**src/sv/nap_pkg.sv**
```systemverilog
// Package: constants, command and status types, saturation helper
`timescale 1ns / 1ps
package nap_pkg;

  localparam logic [19:0] GAIN_CAP    = 20'd655360;
  localparam logic [31:0] DT_FALLBACK = 32'd4294967;
  localparam logic [6:0]  DIV_ITERS_X3   = 7'd65;
  localparam logic [6:0]  DIV_ITERS_NORM = 7'd36;

  localparam logic [2:0] REG_LEARN_RULE  = 3'd0;
  localparam logic [2:0] REG_RATE_PROP   = 3'd1;
  localparam logic [2:0] REG_RATE_INTEG  = 3'd2;
  localparam logic [2:0] REG_RATE_DERIV  = 3'd3;
  localparam logic [2:0] REG_DRIVE_MIN   = 3'd4;
  localparam logic [2:0] REG_DRIVE_MAX   = 3'd5;
  localparam logic [2:0] REG_INTEG_LIMIT = 3'd6;
  localparam logic [2:0] REG_STEP_TIME   = 3'd7;

  localparam logic [1:0] RULE_HEBB     = 2'd0;
  localparam logic [1:0] RULE_DELTA    = 2'd1;
  localparam logic [1:0] RULE_IMPROVED = 2'd2;

  localparam logic [1:0]         RST_LEARN_RULE  = RULE_IMPROVED;
  localparam logic [16:0]        RST_RATE_PROP   = 17'd13107;
  localparam logic [16:0]        RST_RATE_INTEG  = 17'd6554;
  localparam logic [16:0]        RST_RATE_DERIV  = 17'd3277;
  localparam logic signed [31:0] RST_DRIVE_MIN   = -32'sd65536000;
  localparam logic [30:0]        RST_DRIVE_MAX   = 31'd65536000;
  localparam logic [30:0]        RST_INTEG_LIMIT = 31'd32768000;
  localparam logic [31:0]        RST_STEP_TIME   = 32'd4294967;
  localparam logic [19:0]        RST_GAIN_PROP   = 20'd32768;
  localparam logic [19:0]        RST_GAIN_INTEG  = 20'd6554;
  localparam logic [19:0]        RST_GAIN_DERIV  = 20'd3277;

  typedef enum logic [3:0] {
    OP_NONE, OP_LOAD, OP_MUL_INT, OP_INTEG, OP_DIV_X3, OP_MUL_W, OP_ACC_W,
    OP_DRIVE, OP_MUL_R, OP_MUL_X, OP_GAIN, OP_SUM, OP_DIV_N, OP_NORM, OP_OUT
  } op_t;

  typedef struct packed {
    op_t        op;
    logic [1:0] idx;
  } cmd_t;

  typedef struct packed {
    logic div_done;
    logic sum_zero;
    logic out_free;
  } sts_t;

  localparam logic signed [51:0] W_MAX = 52'sd2147483647;
  localparam logic signed [51:0] W_MIN = -52'sd2147483648;

  function automatic logic signed [31:0] sat32(input logic signed [51:0] v);
    logic signed [31:0] r;
    if (v > W_MAX) r = 32'sh7FFFFFFF;
    else if (v < W_MIN) r = 32'sh80000000;
    else r = v[31:0];
    return r;
  endfunction

endpackage

```
**src/sv/nap_ctrl.sv**
```systemverilog
// Controller: sequences one sample through the datapath
`timescale 1ns / 1ps
module nap_ctrl import nap_pkg::*; (
  input  logic clk,
  input  logic rst_n,
  input  logic in_valid,
  output logic in_ready,
  input  sts_t sts,
  output cmd_t cmd
);

  typedef enum logic [13:0] {
    S_IDLE = 14'b00000000000001,
    S_MI   = 14'b00000000000010,
    S_INT  = 14'b00000000000100,
    S_DIVW = 14'b00000000001000,
    S_MW   = 14'b00000000010000,
    S_AW   = 14'b00000000100000,
    S_U    = 14'b00000001000000,
    S_MR   = 14'b00000010000000,
    S_MX   = 14'b00000100000000,
    S_GW   = 14'b00001000000000,
    S_SUM  = 14'b00010000000000,
    S_NDIV = 14'b00100000000000,
    S_NW   = 14'b01000000000000,
    S_DONE = 14'b10000000000000
  } state_t;

  state_t     state_r, state_nxt;
  logic [1:0] idx_r, idx_nxt;
  op_t        op;

  always_comb begin
    state_nxt = state_r;
    idx_nxt   = idx_r;
    op        = OP_NONE;
    in_ready  = 1'b0;
    case (state_r)
      S_IDLE: begin
        in_ready = 1'b1;
        if (in_valid) begin
          op        = OP_LOAD;
          state_nxt = S_MI;
        end
      end
      S_MI: begin
        op        = OP_MUL_INT;
        state_nxt = S_INT;
      end
      S_INT: begin
        op        = OP_INTEG;
        state_nxt = S_DIVW;
      end
      S_DIVW: begin
        op = OP_DIV_X3;
        if (sts.div_done) begin
          idx_nxt   = 2'd0;
          state_nxt = S_MW;
        end
      end
      S_MW: begin
        op        = OP_MUL_W;
        state_nxt = S_AW;
      end
      S_AW: begin
        op = OP_ACC_W;
        if (idx_r == 2'd2) begin
          idx_nxt   = 2'd0;
          state_nxt = S_U;
        end else begin
          idx_nxt   = idx_r + 2'd1;
          state_nxt = S_MW;
        end
      end
      S_U: begin
        op        = OP_DRIVE;
        state_nxt = S_MR;
      end
      S_MR: begin
        op        = OP_MUL_R;
        state_nxt = S_MX;
      end
      S_MX: begin
        op        = OP_MUL_X;
        state_nxt = S_GW;
      end
      S_GW: begin
        op = OP_GAIN;
        if (idx_r == 2'd2) begin
          idx_nxt   = 2'd0;
          state_nxt = S_SUM;
        end else begin
          idx_nxt   = idx_r + 2'd1;
          state_nxt = S_MR;
        end
      end
      S_SUM: begin
        op        = OP_SUM;
        state_nxt = sts.sum_zero ? S_DONE : S_NDIV;
      end
      S_NDIV: begin
        op        = OP_DIV_N;
        state_nxt = S_NW;
      end
      S_NW: begin
        op = OP_NORM;
        if (sts.div_done) begin
          if (idx_r == 2'd2) begin
            idx_nxt   = 2'd0;
            state_nxt = S_DONE;
          end else begin
            idx_nxt   = idx_r + 2'd1;
            state_nxt = S_NDIV;
          end
        end
      end
      S_DONE: begin
        if (sts.out_free) begin
          op        = OP_OUT;
          state_nxt = S_IDLE;
        end
      end
      default: state_nxt = S_IDLE;
    endcase
  end

  always_ff @(posedge clk) begin
    if (!rst_n) begin
      state_r <= S_IDLE;
      idx_r   <= '0;
    end else begin
      state_r <= state_nxt;
      idx_r   <= idx_nxt;
    end
  end

  assign cmd.op  = op;
  assign cmd.idx = idx_r;

endmodule

```
**config.mk**
```make
export PLATFORM = sky130hd
export DESIGN_NAME = nap_ctrl
export DESIGN_NICKNAME = d
export VERILOG_FILES = /design/src/sv/nap_pkg.sv /design/src/sv/nap_ctrl.sv
export SDC_FILE = /design/constraint.sdc
export NUM_CORES = 1
export LEC_CHECK = 0
export BUFFER_PORTS_ARGS = -buffer_cell sky130_fd_sc_hd__buf_4
export CORE_ASPECT_RATIO = 1.5
export CORE_UTILIZATION = 47
export DETAILED_ROUTE_END_ITERATION = 8
export PLACE_DENSITY = 0.67
export SYNTH_ARGS = -nofsm -noshare
export SYNTH_HDL_FRONTEND = slang
export SYNTH_SLANG_ARGS = --single-unit
```
**constraint.sdc**
```tcl
create_clock -name clk -period 5.7 [get_ports clk]
set_clock_uncertainty 0.05 [all_clocks]
set_input_delay 0.855 -clock clk [delete_from_list [all_inputs] [get_ports clk]]
set_output_delay 0.855 -clock clk [all_outputs]
set_load 0.005 [all_outputs]
```
==> results of run 1 <==
==> power breakdown <==
group,switching [uW],internal [uW]
Clock,39.9,39.1
Combinational,26.8,25.5
Sequential,7.93,115
Total,74.7,180
==> layer usage <==
metal	vias up	global-route usage [%]	wire length, um
met3	5	2.256	102
li1	502	-	-
met4	0	10.00	44
met5	-	0	0
met2	38	41.50	1376
met1	470	26.34	1020
==> flip-flops by register name (all words and copies together), names as in the netlist <==
signal,count
idx_r,2
state_r,14
==> cell usage after synthesis <==
| cell | count | area (sq um) |
|---|---|---|
| sky130_fd_sc_hd__dfxtp_1 | 16 | 320.3 |
| sky130_fd_sc_hd__nor2_1 | 14 | 52.55 |
| sky130_fd_sc_hd__nand2_1 | 12 | 45.04 |
| sky130_fd_sc_hd__buf_2 | 7 | 35.03 |
| sky130_fd_sc_hd__nand3_1 | 7 | 35.03 |
| sky130_fd_sc_hd__nand4_1 | 7 | 43.79 |
| sky130_fd_sc_hd__nor4b_1 | 6 | 52.55 |
| sky130_fd_sc_hd__and3_1 | 5 | 31.28 |
| sky130_fd_sc_hd__nor3_1 | 5 | 25.02 |
| sky130_fd_sc_hd__or3_1 | 5 | 31.28 |
| sky130_fd_sc_hd__nor4_1 | 4 | 25.02 |
| sky130_fd_sc_hd__xor2_1 | 4 | 35.03 |
| sky130_fd_sc_hd__a21oi_1 | 3 | 15.01 |
| sky130_fd_sc_hd__inv_1 | 3 | 11.26 |
| sky130_fd_sc_hd__o22ai_1 | 3 | 18.77 |
| sky130_fd_sc_hd__a21boi_0 | 2 | 15.01 |
| sky130_fd_sc_hd__nor2b_1 | 2 | 12.51 |
| sky130_fd_sc_hd__nor4_4 | 2 | 42.54 |
| sky130_fd_sc_hd__o21a_1 | 2 | 15.01 |
| sky130_fd_sc_hd__o21ai_0 | 2 | 10.01 |
| sky130_fd_sc_hd__a211o_1 | 1 | 8.760 |
| sky130_fd_sc_hd__a211oi_2 | 1 | 12.51 |
| sky130_fd_sc_hd__a22oi_1 | 1 | 7.510 |
| sky130_fd_sc_hd__a31o_2 | 1 | 8.760 |
| sky130_fd_sc_hd__a32oi_1 | 1 | 8.760 |
| sky130_fd_sc_hd__a41oi_1 | 1 | 8.760 |
| sky130_fd_sc_hd__and3b_1 | 1 | 8.760 |
| sky130_fd_sc_hd__buf_6 | 1 | 11.26 |
| sky130_fd_sc_hd__nand2b_1 | 1 | 6.260 |
| sky130_fd_sc_hd__nand4b_1 | 1 | 8.760 |
| sky130_fd_sc_hd__nor3_2 | 1 | 10.01 |
| sky130_fd_sc_hd__nor4_2 | 1 | 12.51 |
| sky130_fd_sc_hd__o22a_1 | 1 | 8.760 |
| sky130_fd_sc_hd__or3b_2 | 1 | 8.760 |
| sky130_fd_sc_hd__or4_1 | 1 | 7.510 |
| sky130_fd_sc_hd__or4_4 | 1 | 11.26 |
| sky130_fd_sc_hd__or4b_2 | 1 | 10.01 |
| sky130_fd_sc_hd__xnor2_1 | 1 | 8.760 |
==> metrics by stage <==
| step | worst slack [ns] | area, sq um | util (%) | instances | hold slack, ns |
|---|---|---|---|---|---|
| floorplan | 3.263 | 1040 | - | 129 | 0.4293 |
| global placement | 2.875 | 1111 | 54.15 | 155 | 0.4303 |
| detailed placement | 2.831 | 1111 | 54.15 | 155 | 0.4429 |
| CTS | 2.497 | 1147 | 55.91 | 159 | 0.4548 |
| global route | 2.388 | 1147 | 55.91 | 159 | 0.4873 |
| finish | 2.513 | 1147 | 55.91 | 159 | 0.4547 |
==> cell families after synthesis <==
group	Yosys count
buffers and inverters	11
and+or+nand+nor	78
xor gates and xnor gates	5
DFF	16
AOI/OAI and AO/OA	19
==> critical path, stage by stage, from the launching register on <==
cell and delay (ns):
sky130_fd_sc_hd__dfxtp_1 0.39, sky130_fd_sc_hd__nor4_2 0.64, sky130_fd_sc_hd__nand3_1 0.19, sky130_fd_sc_hd__or3_1 0.42, sky130_fd_sc_hd__nand3_1 0.13, sky130_fd_sc_hd__a211o_1 0.11
sky130_fd_sc_hd__buf_4 0.10
==> final timing paths <==
kind,start,to,depth (start not counted)
setup / recovery,state_r[6],cmd[2],6
hold / removal,idx_r[1],idx_r[1],2
setup reg to reg,state_r[6],state_r[11],5
hold reg to reg,idx_r[1],idx_r[1],2
==> cell usage in the layout (no fill, tap or decap), drive strengths merged, types with 4 or more instances in the layout <==
cell	n
buf	12
dfxtp	16
clkbuf	4
nand4	7
xor2	4
nor4	7
nor4b	6
or3	5
and3	5
nand3	7
nand2	12
nor2	14
nor3	6
==> cell type report <==
class / instances / area, sq um / area share [%]
clock buffers: 4 / 36.28 / 3.162
inverters: 3 / 11.26 / 0.9815
multi-input cells: 102 / 661.9 / 57.69
flip-flops and latches: 16 / 320.3 / 27.92
well taps: 22 / 27.53 / 2.399
repair buffers: 12 / 90.09 / 7.852
==> parameters.txt, run 1 <==
Parameter                              Value

Finish
  Number of fillers in the final layout ... 186
  Total inserted antenna cells ... 0
  Net total in the final layout ... 144
  Fraction of final layout cells with drive strength greater than 1 ... 18.25%
  P&R area growth vs syn ... 10.35%

Detailed routing
  Routed WL ... 2543 um
  Number of iterations in the first detailed-routing pass ... 5
  Post-route ant nets ... 0
  Initial DRC count ... 36
  Vias per inst ... 6.384
  Routed vias ... 1015
  Residual DRC count ... 0
  Per-cell routed wire length ... 15.99 um

Logic synthesis
  Arithmetic-cell share of the synthesized area counting full adders, half adders and majority gates ... 0%
  Avg Inst Size Synth ... 8.060 sq um
  Cell Area, Synth ... 1040 sq um
  Post-Syn Nets ... 135
  Largest family of logic cells by synthesized area ... simple AND/OR/NAND/NOR gates
  Synth warnings ... 0
  Share of cell area taken by muxes after synthesis ... 0%
  Yosys cell types ... 38
  Number of standard cells after synthesis ... 129
  Xor and xnor area share after synthesis ... 4.212%
  Seq/Total Area, Yosys ... 30.81%
  #FFs+latches synth ... 16
  Simple-gate share of the synthesized area ... 46.21%
  Synthesized-area fraction occupied by ao, oa, aoi and oai cells ... 13.24%

Critical path
  Type of the worst setup path ... flip-flop to output port
  Kind of launch point of the worst setup path ... flip-flop
  Required @ worst endpoint ... 4.80 ns
  Endpoint class of the critical path ... output port
  Worst Path Arrival ... 2.28 ns
  Reg-to-reg setup timing slack ... 3.45 ns
  Critical Path Fanout Max ... 7

Placement
  Count of input and output buffers ... 12
  Weighted congestion at the end of routability-driven global placement ... 0.9336
  Detail Placement HPWL ... 2010 um

Floorplan
  Full die area ... 2408 sq um
  X dimension of the die ... 40.41 um
  Std-Cell Rows ... 20
  Vertical die dimension ... 59.61 um
  Starting density of the core ... 50.67%
  Ports ... 13
  Std-Cell Core Area ... 2052 sq um

STA
  Total setup violations reported at the end of the flow ... 0
  Final number of hold-violating endpoints ... 0
  Final Cycle Share ... 55.92%
  Unrepaired setup endpoints after global routing ... false
  Minimum clock period after layout ... 3.187 ns
  Headroom to the max-slew limit ... 56.29%
  Max-slew violation total from the final report ... 0
  Slew at the pin closest to its max-slew limit ... 0.6502 ns
  Upper clock frequency limit ... 313.7 MHz
  Post-Route Setup TNS ... 0 ns

Clock network
  Number of buffers inserted by hold repair at cts ... 0
  H-tree level count ... 1
  Post-cts repair resize count ... 0
  Post-CTS setup buffers ... 0
  Clock tree from TritonCTS ... yes
  Total clock buffers created by CTS ... 3
  Clk pin slew, worst setup/hold paths ... 0.10 ns
  Later-pin clock latency in the skew report ... 0.31 ns
  Worst-case clock buffer depth ... 2
  CTS Root Cell ... sky130_fd_sc_hd__clkbuf_4
  Clock sink total ... 16

GRT
  First-pass GRT wire length ... 3767 um
  Global-route total usage across every layer ... 23.37%
  Maximum number of pins on one net before global-route repair ... 11
  Via count of the first global-routing pass ... 864
  Leftover overflow at the end of global routing ... 0
  Initial antenna violation count ... 0

Power and ir drop
  Total power per unit cell area ... 221.7 nW/um^2
  Leakage power total ... 0.0004830 uW
  Total power ... 254.4 uW
  Maximum vdd ir drop ... 0.1106 mV

Flow run
  Maximum Capacitance Violations ... 0

Hold path
  Hold crit path type ... flip-flop to flip-flop

Outcome
  Result of the run ... finished, final reports clean
No activity file was read; power rests on OpenSTA's default activity.
==> run 2: changes to the inputs <==
Clock period 5.7 ns to 3.2 ns, I/O delays scaled along.
==> run 2 against run 1 <==
  * Clock power rose by 78%
  * Routed wire length rose by 2.6%
  * Combinational power rose by 79%
  * Final cell count did not move
  * Hold slack got worse by 0.060 ns
  * Utilization did not move
  * Clock-buffer cell count did not move
  * Critical path type unchanged
  * Critical endpoint unchanged
==> parameters.txt, run 2 (same netlist as run 1, synthesis figures left out) <==
Parameter                              Value

GRT
  Via count of the first global-routing pass ... 908
  Initial antenna violation count ... 0
  First-pass GRT wire length ... 4029 um
  Leftover overflow at the end of global routing ... 0
  Maximum number of pins on one net before global-route repair ... 11
  Global-route total usage across every layer ... 25.25%

Detailed routing
  Routed vias ... 1025
  Per-cell routed wire length ... 16.40 um
  Initial DRC count ... 43
  Routed WL ... 2608 um
  Vias per inst ... 6.447
  Residual DRC count ... 0
  Number of iterations in the first detailed-routing pass ... 4
  Post-route ant nets ... 0

Power and ir drop
  Total power per unit cell area ... 394.8 nW/um^2
  Leakage power total ... 0.0004830 uW
  Maximum vdd ir drop ... 0.2706 mV
  Total power ... 453.0 uW

Placement
  Detail Placement HPWL ... 2047 um
  Number of placed cells counting well taps ... 155
  Weighted congestion at the end of routability-driven global placement ... 0.8693
  Count of input and output buffers ... 12

Critical path
  Worst reg2reg path startpoint ... state_r[6]
  Required @ worst endpoint ... 2.67 ns
  Worst Path Arrival ... 2.29 ns
  Critical Path Fanout Max ... 7
  Reg-to-reg setup timing slack ... 0.95 ns
  Endpoint class of the critical path ... output port
  Number of cells traversed by the worst register-to-register path ... 5
  Worst reg2reg endpoint ... state_r[2]
  Kind of launch point of the worst setup path ... flip-flop
  Type of the worst setup path ... flip-flop to output port

Finish
  P&R area growth vs syn ... 10.35%
  Registers with the most flip-flops ... state_r (14), idx_r (2)
  Number of flip-flops under the largest register name ... 14
  Final standard cell count with taps included and fillers excluded ... 159
  Most common library cell in the layout ignoring fill and taps ... sky130_fd_sc_hd__dfxtp_1
  Top reg by flops ... state_r
  Most frequent cells in the layout ... sky130_fd_sc_hd__dfxtp_1 (16), sky130_fd_sc_hd__nor2_1 (14), sky130_fd_sc_hd__nand2_1 (12), sky130_fd_sc_hd__buf_4 (12)
  Number of fillers in the final layout ... 201
  Total inserted antenna cells ... 0
  Fraction of final layout cells with drive strength greater than 1 ... 18.25%
  Net total in the final layout ... 144

Floorplan
  Std-Cell Rows ... 20
  Ports ... 13
  Vertical die dimension ... 59.61 um
  Full die area ... 2408 sq um
  X dimension of the die ... 40.41 um
  Std-Cell Core Area ... 2052 sq um
  Starting density of the core ... 50.67%

STA
  Total setup violations reported at the end of the flow ... 0
  Minimum clock period after layout ... 2.817 ns
  Unrepaired setup endpoints after global routing ... false
  Final number of hold-violating endpoints ... 0
  Final Cycle Share ... 88.04%
  Post-Route Setup TNS ... 0 ns
  Slew at the pin closest to its max-slew limit ... 0.6691 ns
  Max-slew violation total from the final report ... 0
  Headroom to the max-slew limit ... 55.02%
  Upper clock frequency limit ... 354.9 MHz

Clock network
  Clock sink total ... 16
  Post-CTS setup buffers ... 0
  Worst-case clock buffer depth ... 2
  Post-cts repair resize count ... 0
  Clk pin slew, worst setup/hold paths ... 0.10 ns
  Later-pin clock latency in the skew report ... 0.30 ns
  Number of buffers inserted by hold repair at cts ... 0
  CTS Root Cell ... sky130_fd_sc_hd__clkbuf_4
  Clock tree from TritonCTS ... yes
  H-tree level count ... 1
  Total clock buffers created by CTS ... 3

Hold path
  Hold-critical path depth ... 2
  Worst Hold Path EP ... state_r[13]
  Worst min-delay path startpoint ... rst_n
  Hold crit path type ... input pin to flip-flop

Flow run
  Maximum Capacitance Violations ... 0

Outcome
  Result of the run ... finished, final reports clean
[run 2: how the worst max path moves through the flow]
stage | slack, ns | start | endpoint | depth (start not counted)
CTS | 0.40 | state_r[6] | cmd[2] | 6
finish | 0.38 | state_r[6] | cmd[2] | 6
global placement | 0.75 | state_r[6] | cmd[2] | 6
global route | 0.26 | state_r[6] | cmd[2] | 6
floorplan | 1.14 | state_r[4] | cmd[2] | 6
detailed placement | 0.73 | state_r[6] | cmd[2] | 6
[run 2: critical path, stage by stage (launching register included)]
cell                      delay (ns)
sky130_fd_sc_hd__dfxtp_1        0.39
sky130_fd_sc_hd__nor4_2         0.65
sky130_fd_sc_hd__nand3_1        0.20
sky130_fd_sc_hd__or3_1          0.43
sky130_fd_sc_hd__nand3_1        0.12
sky130_fd_sc_hd__a211o_1        0.10
sky130_fd_sc_hd__buf_4          0.10
[run 2: power breakdown]
group,leakage (uW),switching (uW),total [uW],internal [uW]
combinational,0.000333,48.1,93.5,45.4
clock,0.0000210,71.0,141,69.5
sequential,0.000129,13.9,219,205
[run 2: layout make-up]
class,count,area (sq um),share of cell area [%]
timing repair buffer,12,90.09,7.852
multi-input combinational,102,661.9,57.69
inverter,3,11.26,0.9815
tap,22,27.53,2.399
clock buffer,4,36.28,3.162
sequential,16,320.3,27.92
[run 2: metal layers]
layer  wire length, um  global-route usage [%]  share of wire (%)
met5                 0                       0                  0
met4                46                   11.43                1.8
met2              1395                   43.54                 53
met3               107                   3.759                4.1
met1              1058                   28.71                 41
[run 2: through the flow]
stage	hold WS (ns)	util (%)	instance area [sq um]	setup slack (ns)
2_1_floorplan	0.4293	-	1040	1.138
3_3_place_gp	0.4316	54.15	1111	0.7453
3_5_place_dp	0.4519	54.15	1111	0.7330
6_report	0.3944	55.91	1147	0.3826
5_1_grt	0.3914	55.91	1147	0.2564
4_1_cts	0.3923	55.91	1147	0.4023
==> run 3: changes to the inputs <==
Settings changed: BUFFER_PORTS_ARGS -buffer_cell sky130_fd_sc_hd__buf_4 to -buffer_cell sky130_fd_sc_hd__buf_2.
Clock period 3.2 ns to 3.1 ns, I/O delays scaled along.
==> run 3 against run 2 <==
  * Sequential power rose by 3%
  * Design area fell by 3.8%
  * Sequential share of layout area rose by 1.1 points
  * Clock power fell by 18%
  * Critical path type unchanged
==> parameters.txt, run 3 (same netlist as run 1, synthesis figures left out) <==
Parameter                              Value

Hold path
  Hold crit path type ... input pin to flip-flop

STA
  Final number of hold-violating endpoints ... 0
  Final Cycle Share ... 90.15%
  Total setup violations reported at the end of the flow ... 0
  Unrepaired setup endpoints after global routing ... false
  Final worst slack ... 0.3052 ns
  Minimum clock period after layout ... 2.795 ns
  Headroom to the max-slew limit ... 56.66%
  Max-slew violation total from the final report ... 0
  Post-Route Setup TNS ... 0 ns
  Slew at the pin closest to its max-slew limit ... 0.6448 ns
  Upper clock frequency limit ... 357.8 MHz

Critical path
  Cell type with the highest occurrence count on the critical path ... sky130_fd_sc_hd__nand3_1
  Kind of launch point of the worst setup path ... flip-flop
  Critical-path cell with the highest stage delay ... sky130_fd_sc_hd__nor4_2
  Crit-path max cell delay ... 0.63 ns
  Critical Path Fanout Max ... 7
  Cell-by-cell trace of the critical path ... nor4_2 > nand3_1 > or3_1 > nand3_1 > a211o_1 > buf_2
  Critical path's top delay family ... simple AND/OR/NAND/NOR gates
  Worst Path Arrival ... 2.28 ns
  Required @ worst endpoint ... 2.58 ns
  Type of the worst setup path ... flip-flop to output port
  Combined buffer and inverter count along the critical path ... 1
  Endpoint class of the critical path ... output port

GRT
  First-pass GRT wire length ... 3946 um
  Via count of the first global-routing pass ... 872
  Leftover overflow at the end of global routing ... 0
  Initial antenna violation count ... 0
  Global-route total usage across every layer ... 24.33%
  Maximum number of pins on one net before global-route repair ... 11

Finish
  Total inserted antenna cells ... 0
  Net total in the final layout ... 144
  Most frequent cells in the layout ... sky130_fd_sc_hd__dfxtp_1 (16), sky130_fd_sc_hd__nor2_1 (14), sky130_fd_sc_hd__nand2_1 (12), sky130_fd_sc_hd__buf_2 (12)
  Most common library cell in the layout ignoring fill and taps ... sky130_fd_sc_hd__dfxtp_1
  Registers with the most flip-flops ... state_r (14), idx_r (2)
  Number of flip-flops under the largest register name ... 14
  P&R area growth vs syn ... 6.137%
  Fraction of final layout cells with drive strength greater than 1 ... 17.65%
  Top reg by flops ... state_r

Clock network
  Worst-case clock buffer depth ... 2
  Total clock buffers created by CTS ... 3
  Clk pin slew, worst setup/hold paths ... 0.09 ns
  Post-cts repair resize count ... 0
  CTS Root Cell ... sky130_fd_sc_hd__clkbuf_4
  H-tree level count ... 1
  Clock sink total ... 16
  Number of buffers inserted by hold repair at cts ... 0
  Clock tree from TritonCTS ... yes
  Later-pin clock latency in the skew report ... 0.30 ns
  Post-CTS setup buffers ... 0

Detailed routing
  Routed WL ... 2520 um
  Per-cell routed wire length ... 15.95 um
  Residual DRC count ... 0
  Routed vias ... 1038
  Number of iterations in the first detailed-routing pass ... 5
  Initial DRC count ... 53
  Vias per inst ... 6.570
  Post-route ant nets ... 0

Power and ir drop
  Leakage power total ... 0.0004705 uW
  Total power per unit cell area ... 390.7 nW/um^2
  Maximum vdd ir drop ... 0.2583 mV

Floorplan
  Starting density of the core ... 50.67%
  Ports ... 13
  X dimension of the die ... 40.41 um
  Vertical die dimension ... 59.61 um
  Std-Cell Rows ... 20
  Std-Cell Core Area ... 2052 sq um
  Full die area ... 2408 sq um

Placement
  Detail Placement HPWL ... 1942 um
  Worst slack, placed ... 0.6677 ns
  Weighted congestion at the end of routability-driven global placement ... 0.8571
  Count of input and output buffers ... 12

Outcome
  Result of the run ... finished, final reports clean

Flow run
  Maximum Capacitance Violations ... 0
run 3: changes by cell type in the layout (fill, tap and decap cells not counted), sizes merged:
cell	change
clkbuf	-1
run 3: through the flow:
step	hold WS, ns	cells	util [%]	power [uW]	instance area (sq um)
5_1_grt	0.4167	158	53.78	446.5	1104
6_report	0.4000	158	53.78	431.2	1104
4_1_cts	0.4040	158	53.78	429.6	1104
3_3_place_gp	0.4266	155	52.68	319.0	1081
2_1_floorplan	0.4293	129	-	292.7	1040
3_5_place_dp	0.4373	155	52.68	318.4	1081
run 3: path summary, 6_finish.rpt:
path | startpoint | slack (ns) | depth (start not counted) | to
setup reg to reg | state_r[6] | 0.81 | 5 | state_r[2]
setup / recovery | state_r[6] | 0.31 | 6 | cmd[2]
hold / removal | sts[1] | 0.40 | 3 | state_r[11]
hold reg to reg | idx_r[1] | 0.45 | 2 | idx_r[1]
run 3: per-layer routing:
layer  vias up  global-route usage (%)  wire [um]
li1        500                       -          -
met1       474                   29.44       1002
met2        49                   36.28       1249
met3        15                   4.135        143
met4         0                   18.57        125
met5         -                       0          0
run 3: final cells by class:
| cell class | instances | area, sq um |
|---|---|---|
| clock buffers | 3 | 22.52 |
| fillers | 203 | 948.4 |
| inverters | 3 | 11.26 |
| multi-input cells | 102 | 661.9 |
| flip-flops and latches | 16 | 320.3 |
| well taps | 22 | 27.53 |
| repair buffers | 12 | 60.06 |
run 3: where the power goes:
part	total, uW	internal [uW]	switching (uW)
clock	115	45.3	69.5
combinational	90.1	40.7	49.4
sequential	226	212	14.6
total	431	298	134
run 3: worst min-delay path: stages:
cell	delay, ns
sky130_fd_sc_hd__buf_2	0.09
sky130_fd_sc_hd__o22a_1	0.13
sky130_fd_sc_hd__nor2_1	0.03
